===== src/hdl/record_ring_manager_macros.svh =====
// Assertion macros for the record ring manager.
`ifndef RECORD_RING_MANAGER_MACROS_SVH
`define RECORD_RING_MANAGER_MACROS_SVH

// Same-cycle implication, checked outside reset.
`define RRM_ASSERT_IMP(lbl, clk, rst_n, ante, cons, msg) \
  lbl: assert property (@(posedge clk) disable iff (!rst_n) (ante) |-> (cons)) else $error(msg);

// Next-cycle implication, checked outside reset.
`define RRM_ASSERT_NXT(lbl, clk, rst_n, ante, cons, msg) \
  lbl: assert property (@(posedge clk) disable iff (!rst_n) (ante) |=> (cons)) else $error(msg);

`endif


===== src/hdl/rrm_pkg.sv =====
// Shared types and constants of the record ring manager.
package rrm_pkg;

  localparam int TOT_W  = 19;
  localparam int HDR_BYTES = 16;

  localparam logic [1:0] MODE_WRITE = 2'd0;
  localparam logic [1:0] MODE_PEEK  = 2'd1;
  localparam logic [1:0] MODE_POP   = 2'd2;

  typedef enum logic [2:0] {
    ST_OK        = 3'd0,
    ST_EMPTY     = 3'd1,
    ST_TOO_LARGE = 3'd2,
    ST_DROPPED   = 3'd3,
    ST_CORRUPT   = 3'd4,
    ST_NO_POP    = 3'd5
  } status_t;

  // Classified command word passed from front to back.
  typedef struct packed {
    logic [1:0]       mode;
    logic [7:0]       wtype;
    logic [15:0]      wflags;
    logic [TOT_W-1:0] total;
  } cmd_t;

  // One header slot.
  typedef struct packed {
    logic [16:0] size;
    logic [31:0] seq;
    logic [15:0] flags;
    logic [7:0]  rtype;
  } slot_t;

endpackage


===== src/hdl/rrm_front.sv =====
// Front end: accepts input words, computes aligned record size, queues commands.
module rrm_front
  import rrm_pkg::*;
(
  input  logic        clk,
  input  logic        rst_n,
  input  logic        in_valid,
  output logic        in_ready,
  input  logic [1:0]  in_mode,
  input  logic [7:0]  in_write_type,
  input  logic [15:0] in_write_flags,
  input  logic [16:0] in_fixed_bytes,
  input  logic [16:0] in_blob_bytes,
  output logic        q_valid,
  input  logic        q_ready,
  output cmd_t        q_cmd
);

  cmd_t             fifo_r [2];
  logic             wr_ptr_r, rd_ptr_r;
  logic [1:0]       count_r;
  logic [TOT_W-1:0] sum;
  cmd_t             cmd_in;
  logic             push, pop;

  // Header plus payload, rounded up to 16 bytes
  always_comb begin
    sum = TOT_W'(in_fixed_bytes) + TOT_W'(in_blob_bytes) + TOT_W'(HDR_BYTES + 15);
    cmd_in.mode   = in_mode;
    cmd_in.wtype  = in_write_type;
    cmd_in.wflags = in_write_flags;
    cmd_in.total  = {sum[TOT_W-1:4], 4'b0000};
  end

  assign in_ready = (count_r != 2'd2);
  assign q_valid  = (count_r != 2'd0);
  assign q_cmd    = fifo_r[rd_ptr_r];
  assign push     = in_valid && in_ready;
  assign pop      = q_valid && q_ready;

  // Two-entry command queue
  always_ff @(posedge clk) begin
    if (push) begin
      fifo_r[wr_ptr_r] <= cmd_in;
    end
  end

  always_ff @(posedge clk) begin
    if (!rst_n) begin
      wr_ptr_r <= 1'b0;
      rd_ptr_r <= 1'b0;
      count_r  <= 2'd0;
    end else begin
      if (push) wr_ptr_r <= ~wr_ptr_r;
      if (pop)  rd_ptr_r <= ~rd_ptr_r;
      count_r <= count_r + {1'b0, push} - {1'b0, pop};
    end
  end

endmodule


===== config.mk =====
export PLATFORM = sky130hd
export DESIGN_NAME = rrm_front
export DESIGN_NICKNAME = d
export VERILOG_FILES = /design/src/hdl/record_ring_manager_macros.svh /design/src/hdl/rrm_pkg.sv /design/src/hdl/rrm_front.sv
export SDC_FILE = /design/constraint.sdc
export NUM_CORES = 1
export LEC_CHECK = 0
export ABC_AREA = 1
export BUFFER_PORTS_ARGS = -buffer_cell sky130_fd_sc_hd__buf_4
export CORE_ASPECT_RATIO = 1.1
export CORE_MARGIN = 2
export CORE_UTILIZATION = 48
export CTS_CLUSTER_DIAMETER = 60
export CTS_CLUSTER_SIZE = 30
export DETAILED_ROUTE_END_ITERATION = 7
export PLACE_DENSITY = 0.77
export SETUP_SLACK_MARGIN = 0.3
export SLEW_MARGIN = 20
export SYNTH_ARGS = -nofsm -noshare
export SYNTH_HDL_FRONTEND = slang
export SYNTH_SLANG_ARGS = --single-unit

===== constraint.sdc =====
create_clock -name clk -period 2.5 [get_ports clk]
set_input_delay 0.375 -clock clk [delete_from_list [all_inputs] [get_ports clk]]
set_output_delay 0.375 -clock clk [all_outputs]
set_load 0.005 [all_outputs]

==> impl_metrics.json, run 1 <==
{
  "syn_inst": 357,
  "syn_area_um2": 4320,
  "crit_required_ns": 2.12,
  "worst_r2r_path_depth": 9,
  "drive_above_1_share": 0.338,
  "post_cts_buffers": 0,
  "worst_ir_drop_vdd_mv": 0.323,
  "grt_pass1_vias": 2896,
  "setup_viol": 0,
  "cts_resized": 0,
  "insertion_delay_ns": 0.34,
  "ios": 111,
  "ys_ff_latch": 87,
  "grt.overflow.total": 0,
  "htree_levels": 3,
  "synth-edff-count": 82,
  "final_hold_viol_count": 0,
  "crit_family": "flip-flops",
  "rsz0062_at_grt": "no",
  "place_hpwl_um": 5750,
  "status": "finished clean",
  "start_kind": "flip-flop",
  "grt_pass1_wl_um": 12500,
  "synth_area_per_cell_um2": 12.1,
  "rows": 36,
  "wl_per_cell_um": 12.9,
  "min_period_ns": 2.06,
  "async_flop_share": 0,
  "yosys_warnings": 0,
  "synthTopCellsByArea": "edfxtp_1 (57%), ha_1 (9.6%), mux2_2 (7.3%), nand2_1 (5.8%), inv_1 (4.1%)",
  "reg2reg_setup_slack_ns": 0.81,
  "multi_input_area_um2": 1550,
  "core_um2": 8830,
  "cts.clk_slew.worst_paths_ns": 0.08,
  "final_nets": 568,
  "crit_slowest_cell": "dfxtp_2",
  "cts_buffers": 9,
  "antenna_found_initial": 0,
  "firstDrtPassIters": 4,
  "crit_fanout": 26,
  "cts_root_buf": "clkbuf_8",
  "synth.distinct_cells": 26,
  "drc": 0,
  "fmax_ghz": 0.484,
  "area_growth_pct": 27.1,
  "min_from": "in_mode[0]",
  "hold_slack_ns": 0.214,
  "grt_max_degree": 34,
  "worst_path_largest_cell_delay_ns": 0.60,
  "holdBufCountCts": 0,
  "synth_ff_type": "edfxtp_1",
  "final_cell_mix": "buf_4 (106), edfxtp_1 (82), nand2_1 (67)",
  "final_common_cell": "buf_4",
  "diodes": 0,
  "clk_path_buf_depth": 2,
  "final-instance-count-excl-fill": 590,
  "worst_setup_path_end_kind": "output pin",
  "r2r-start": "count_r[0]",
  "start_util": 0.490,
  "cp_cell_sequence": "buf_12, mux2_1, buf_4",
  "path_buf_inv": 2,
  "place_ws_ns": 0.306,
  "clock-sinks": 87,
  "crit_end": "q_cmd[20]",
  "final.setup_skew_ns": 0.00891,
  "seq_area_um2": 2560,
  "drv_slew": 0,
  "antenna_left": 0,
  "crit_type": "flip-flop to output pin",
  "r2r-end": "count_r[1]",
  "hold_path_class": "input pin to flip-flop",
  "routed-via-count": 2885,
  "fin_crit_sh": 0.826,
  "die_h_um": 104,
  "routed_via_density": 4.89,
  "seq_area_frac_synth": 0.593,
  "powerDensity_nw_per_um2": 788,
  "nFillCells": 722,
  "die-area_um2": 9780,
  "netlist.area_leader.share": 0.570,
  "postLayoutCoreUtil": 0.622,
  "track_usage": 0.162,
  "crit_arrival_ns": 1.69,
  "setup_ws_ns": 0.436,
  "leakagePower_nw": 2.45,
  "finalWirelength_um": 7590,
  "placement.io_buffers": 106,
  "dp_cells": 574,
  "tritoncts": "done",
  "max_cap_violations": 0,
  "synth.largest_area_cell": "edfxtp_1",
  "gp_congestion": 0.890,
  "drtIter0Drc": 68,
  "die_x_um": 94.5,
  "cp.depth": 3
}
[synthesized netlist by cell type (5+ instances only)]
cell type,instances
a21oi_1,17
dfxtp_1,5
edfxtp_1,82
ha_1,33
inv_1,47
mux2_1,13
mux2_2,28
nand2_1,67
nand3_1,14
nor2_1,14
o21ai_0,5
xor2_1,6
[metal layers]
metal	up-vias	track usage	wire length, µm
met3	12	0.0327	559
met1	1316	0.188	3160
li1	1457	-	-
met2	100	0.290	3750
met4	0	0.0600	123
met5	-	0	0
[cell type report]
| cell class | instances | area share |
|---|---|---|
| clock buffer | 11 | 0.0257 |
| sequential | 87 | 0.467 |
| inverter | 48 | 0.0328 |
| multi-input combinational | 216 | 0.282 |
| tap | 114 | 0.0260 |
| timing repair buffer | 109 | 0.156 |
| clock inverter | 5 | 0.0105 |
[flip-flops by register name (all words and copies together) (netlist names), named ones only]
signal    cells
fifo_r       82
count_r       2
rd_ptr_r      1
wr_ptr_r      1
[worst min path at each step]
stage,endpoint,slack (ns),cells after the start
2_1_floorplan,flip-flop,0.43,1
3_3_place_gp,flip-flop,0.43,1
3_5_place_dp,flip-flop,0.43,1
4_1_cts,fifo_r[0][39],0.19,1
5_1_grt,fifo_r[1][16],0.18,1
6_report,fifo_r[0][39],0.21,1
[report_power, final]
group,total [mW],switching (mW),internal [mW]
Sequential,2.00,0.0843,1.91
Combinational,1.39,0.665,0.728
Clock,0.942,0.450,0.491
Total,4.33,1.20,3.13
[kinds of logic (layout without fill, tap and decap cells)]
logic type | Yosys count | in the layout | synth area share
buffers and inverters | 57 | 173 | 0.0541
DFF | 87 | 87 | 0.593
xor gates and xnor gates | 7 | 7 | 0.0142
adders and majority gates | 33 | 33 | 0.0955
other | 1 | 4 | 0.000868
AOI/OAI and AO/OA | 29 | 29 | 0.0373
muxes | 41 | 41 | 0.107
and+or+nand+nor | 102 | 102 | 0.0981
[per-stage QoR]
stage,instance area [µm²],TNS [ns],total power [mW]
2_1_floorplan,4330,-18.56,2.78
3_3_place_gp,5290,0,3.41
3_5_place_dp,5290,0,3.44
4_1_cts,5490,0,4.40
5_1_grt,5490,0,4.61
6_report,5490,0,4.33
Note: power is estimated with default switching activity, not from simulation.
==> run 2, diff against run 1 <==
==> constraint.sdc (replaced) <==
create_clock -name clk -period 1.7 [get_ports clk]
set_input_delay 0.255 -clock clk [delete_from_list [all_inputs] [get_ports clk]]
set_output_delay 0.255 -clock clk [all_outputs]
set_load 0.005 [all_outputs]
==> impl_metrics.json, run 2 (synthesis results as in run 1) <==
{
  "ios": 111,
  "routed-via-count": 3145,
  "grt_pass1_wl_um": 14000,
  "setup_viol": 0,
  "final_common_cell": "buf_4",
  "fin_crit_sh": 0.975,
  "cts_root_buf": "clkbuf_8",
  "final_nets": 607,
  "htree_levels": 3,
  "tns_ns": 0,
  "antenna_left": 0,
  "min_period_ns": 1.66,
  "final_hold_viol_count": 0,
  "crit_arrival_ns": 1.40,
  "status": "finished clean",
  "antenna_found_initial": 0,
  "holdBufCountCts": 0,
  "crit_fanout": 19,
  "crit_required_ns": 1.44,
  "setup_ws_ns": 0.0426,
  "die-area_um2": 9780,
  "finalWirelength_um": 9190,
  "top_register": "fifo_r",
  "hold_path_class": "input pin to flip-flop",
  "wl_per_cell_um": 14.6,
  "tritoncts": "done",
  "die_x_um": 94.5,
  "reg.largest.list": "fifo_r: 82 flops, count_r: 2 flops",
  "rsz0062_at_grt": "yes",
  "final.setup_skew_ns": 0.00485,
  "cts_buffers": 9,
  "core_um2": 8830,
  "drv_slew": 0,
  "final-instance-count-excl-fill": 629,
  "largest_reg_flops": 82,
  "drc": 0,
  "drive_above_1_share": 0.652,
  "hold_slack_ns": 0.0950,
  "insertion_delay_ns": 0.34,
  "crit_type": "flip-flop to output pin",
  "diodes": 0,
  "area_growth_pct": 55.9,
  "track_usage": 0.183,
  "nFillCells": 536,
  "worst_setup_path_end_kind": "output pin",
  "placement.io_buffers": 106,
  "clock-sinks": 87,
  "power_mw": 7.19,
  "place_hpwl_um": 6500,
  "grt.overflow.total": 0,
  "gp_congestion": 0.839,
  "cts.clk_slew.worst_paths_ns": 0.08,
  "powerDensity_nw_per_um2": 1070,
  "place_area_um2": 5870,
  "firstDrtPassIters": 4,
  "max_cap_violations": 0,
  "fmax_ghz": 0.603,
  "final_area_um2": 6740,
  "grt_pass1_vias": 3178,
  "rows": 36,
  "place_ws_ns": -0.258,
  "start_kind": "flip-flop",
  "postLayoutCoreUtil": 0.763,
  "clk_path_buf_depth": 2,
  "routed_via_density": 5.00,
  "worst_ir_drop_vdd_mv": 0.473,
  "grt_max_degree": 26,
  "start_util": 0.490,
  "leakagePower_nw": 2.81,
  "dp_cells": 600,
  "die_h_um": 104,
  "final_cell_mix": "buf_4 (122), edfxtp_1 (82), nand2_2 (40)",
  "drtIter0Drc": 90
}
## run 2: cell types whose count changed in the layout (fill, tap and decap cells not counted), sizes merged
cell,previous run,this run
bufinv,1,0
clkinv,3,9
inv,49,46
clkbuf,11,9
buf,109,148
## run 2: cell type report
| type | instances | area (µm²) | share of cell area |
|---|---|---|---|
| Clock buffer | 9 | 124 | 0.0184 |
| Clock inverter | 7 | 40.0 | 0.00594 |
| Inverter | 48 | 220 | 0.0327 |
| Multi-Input combinational cell | 216 | 2390 | 0.355 |
| Sequential cell | 87 | 2570 | 0.381 |
| Tap cell | 114 | 143 | 0.0212 |
| Timing Repair Buffer | 148 | 1250 | 0.186 |
## run 2: worst paths after layout
kind | slack (ns) | startpoint | cells past startpoint | to
worst max-delay path | 0.04 | flip-flop | 3 | q_cmd[36]
worst min-delay path | 0.1 | in_write_type[7] | 1 | fifo_r[1][38]
worst max register to register | 0.27 | count_r[1] | 10 | count_r[1]
worst min register to register | 0.44 | rd_ptr_r | 1 | flip-flop
## run 2: power breakdown
| group | internal (mW) | leakage [nW] | switching [mW] | total [mW] |
|---|---|---|---|---|
| Sequential | 2.82 | 0.810 | 0.106 | 2.93 |
| Clock | 0.517 | 0.0878 | 0.669 | 1.19 |
| Combinational | 1.69 | 1.91 | 1.39 | 3.08 |
## run 2: worst max-delay path, cell delays in order (launching register included)
cell,delay [ns]
dfxtp_4,0.39
buf_12,0.17
mux2_2,0.35
buf_4,0.14
## run 2: repair_timing
action                                  in CTS  in global routing
pin swaps                                   43                 28
buffers inserted                            11                  2
hold endpoints to repair                     0                  0
resized for setup                           47                 94
endpoints found under the setup margin      66                120
## run 2: layer usage
layer	global-route usage	vias up	share of wire
met1	0.211	1496	0.39
met5	0	-	0
met4	0.0766	0	0.020
met2	0.328	103	0.52
met3	0.0342	19	0.066
li1	-	1527	-
==> run 3, diff against run 2 <==
--- a/config.mk
+++ b/config.mk
@@ -14,6 +14,7 @@
 export CTS_CLUSTER_SIZE = 30
 export DETAILED_ROUTE_END_ITERATION = 7
 export PLACE_DENSITY = 0.77
+export RECOVER_POWER = 100
 export SETUP_SLACK_MARGIN = 0.3
 export SLEW_MARGIN = 20
 export SYNTH_ARGS = -nofsm -noshare
==> impl_metrics.json, run 3 (synthesis results as in run 1) <==
{
  "final_nets": 607,
  "cts.clk_slew.worst_paths_ns": 0.08,
  "gp_congestion": 0.839,
  "antenna_left": 0,
  "diodes": 0,
  "final.setup_skew_ns": 0.00409,
  "critPathLaunch": "in_fixed_bytes[3]",
  "crit_arrival_ns": 1.76,
  "leakagePower_nw": 2.73,
  "p_seq_frac": 0.415,
  "internal_power_mw": 4.91,
  "grt_max_degree": 26,
  "crit_path_frequent_cell": "ha_4",
  "netSwitchingPower_mw": 2.11,
  "die_x_um": 94.5,
  "r2r-start": "count_r[1]",
  "hold_path_class": "input pin to flip-flop",
  "rsz0062_at_grt": "yes",
  "worst_ir_drop_vdd_mv": 0.471,
  "min_from": "in_write_type[7]",
  "die_h_um": 104,
  "insertion_delay_ns": 0.34,
  "finalWirelength_um": 9200,
  "rows": 36,
  "antenna_found_initial": 0,
  "fmax_ghz": 0.599,
  "crit_family": "adder cells",
  "crit_fanout": 3,
  "die-area_um2": 9780,
  "setup_ws_ns": 0.0318,
  "place_ws_ns": -0.258,
  "tritoncts": "done",
  "largest_reg_flops": 82,
  "cp_cell_sequence": "buf_4, clkinv_8, ha_4, inv_4, ha_4, a21oi_1, nand2_1, nand3_1, nand2_4, clkbuf_2, xor2_4",
  "final_common_cell": "buf_4",
  "fin_crit_sh": 0.981,
  "place_hpwl_um": 6500,
  "pwr-share-clk": 0.169,
  "drtIter0Drc": 96,
  "start_kind": "input pin",
  "worst_setup_path_end_kind": "flip-flop",
  "drc": 0,
  "hold_slack_ns": 0.119,
  "routed-via-count": 3146,
  "placement.io_buffers": 106,
  "nFillCells": 583,
  "crit_slowest_cell": "ha_4",
  "wl_per_cell_um": 14.6,
  "track_usage": 0.183,
  "tns_ns": 0,
  "min_period_ns": 1.67,
  "routed_via_density": 5.00,
  "holdBufCountCts": 0,
  "area_growth_pct": 51.8,
  "top_register": "fifo_r",
  "clk_path_buf_depth": 2,
  "firstDrtPassIters": 4,
  "path_buf_inv": 4,
  "drv_slew": 0,
  "htree_levels": 3,
  "cts_root_buf": "clkbuf_8",
  "combPwrFrac": 0.416,
  "reg.largest.list": "fifo_r: 82 flops, count_r: 2 flops",
  "start_util": 0.490,
  "grt_pass1_wl_um": 14000,
  "worst_path_largest_cell_delay_ns": 0.26,
  "ios": 111,
  "clock-sinks": 87,
  "crit_required_ns": 1.79,
  "crit_type": "input pin to flip-flop",
  "swShare": 0.300,
  "core_um2": 8830,
  "powerDensity_nw_per_um2": 1070,
  "final-instance-count-excl-fill": 629,
  "final_cell_mix": "buf_4 (95), edfxtp_1 (82), nand2_2 (35)",
  "dp_cells": 600,
  "max_cap_violations": 0,
  "cts_buffers": 9,
  "drive_above_1_share": 0.596,
  "final_hold_viol_count": 0,
  "setup_viol": 0,
  "grt_pass1_vias": 3178,
  "status": "finished clean",
  "grt.overflow.total": 0,
  "power_mw": 7.02
}
-- run 3: cell count changes in the layout (fill, tap and decap cells not counted), moves of 4 or more --
| cell | delta |
|---|---|
| nand2_1 | +10 |
| clkbuf_2 | +4 |
| buf_4 | -27 |
| nand2_4 | -5 |
| clkbuf_1 | +10 |
| buf_6 | -7 |
| clkbuf_4 | +21 |
| nand2_2 | -5 |
-- run 3: what timing repair did --
item | 4_1_cts | 5_1_grt
cloned | 0 | 0
resized for setup | 47 | 94
pin swaps | 43 | 28
setup buffers | 11 | 2
endpoints found under the setup margin | 66 | 120
-- run 3: cell type report --
class                      instances  area (µm²)  share of cell area
inverter                          48         220              0.0336
multi-input combinational        216        2310               0.353
clock inverter                     7        40.0             0.00610
tap                              114         143              0.0217
timing repair buffer             148        1150               0.176
clock buffer                       9         124              0.0189
sequential                        87        2570               0.391
-- run 3: per-layer routing --
layer | vias to the layer above | track usage | routed length (µm)
li1 | 1530 | - | -
met1 | 1499 | 0.211 | 3650
met2 | 99 | 0.328 | 4820
met3 | 18 | 0.0342 | 544
met4 | 0 | 0.0766 | 185
met5 | - | 0 | 0
-- run 3: power groups by stage --
| stage | combinational (mW) | clock, mW | sequential [mW] |
|---|---|---|---|
| after floorplan | 1.38 | 0 | 2.93 |
| after global routing | 3.17 | 1.30 | 2.95 |
| final | 2.92 | 1.19 | 2.92 |
| after CTS | 2.77 | 1.22 | 2.93 |
| after global placement | 2.42 | 0 | 2.96 |
| after detailed placement | 2.47 | 0 | 2.99 |
-- run 3: final timing paths --
kind | to | slack (ns) | depth (start not counted)
worst max-delay path | fifo_r[0][4] | 0.03 | 11
worst min-delay path | fifo_r[1][38] | 0.12 | 1
worst max register to register | count_r[1] | 0.12 | 10
worst min register to register | flip-flop | 0.44 | 1
-- run 3: metrics by stage --
step	utilization	instance area, µm²
after floorplan	-	4740
after global placement	0.665	5870
after detailed placement	0.665	5870
after CTS	0.719	6350
after global routing	0.743	6560
final	0.743	6560
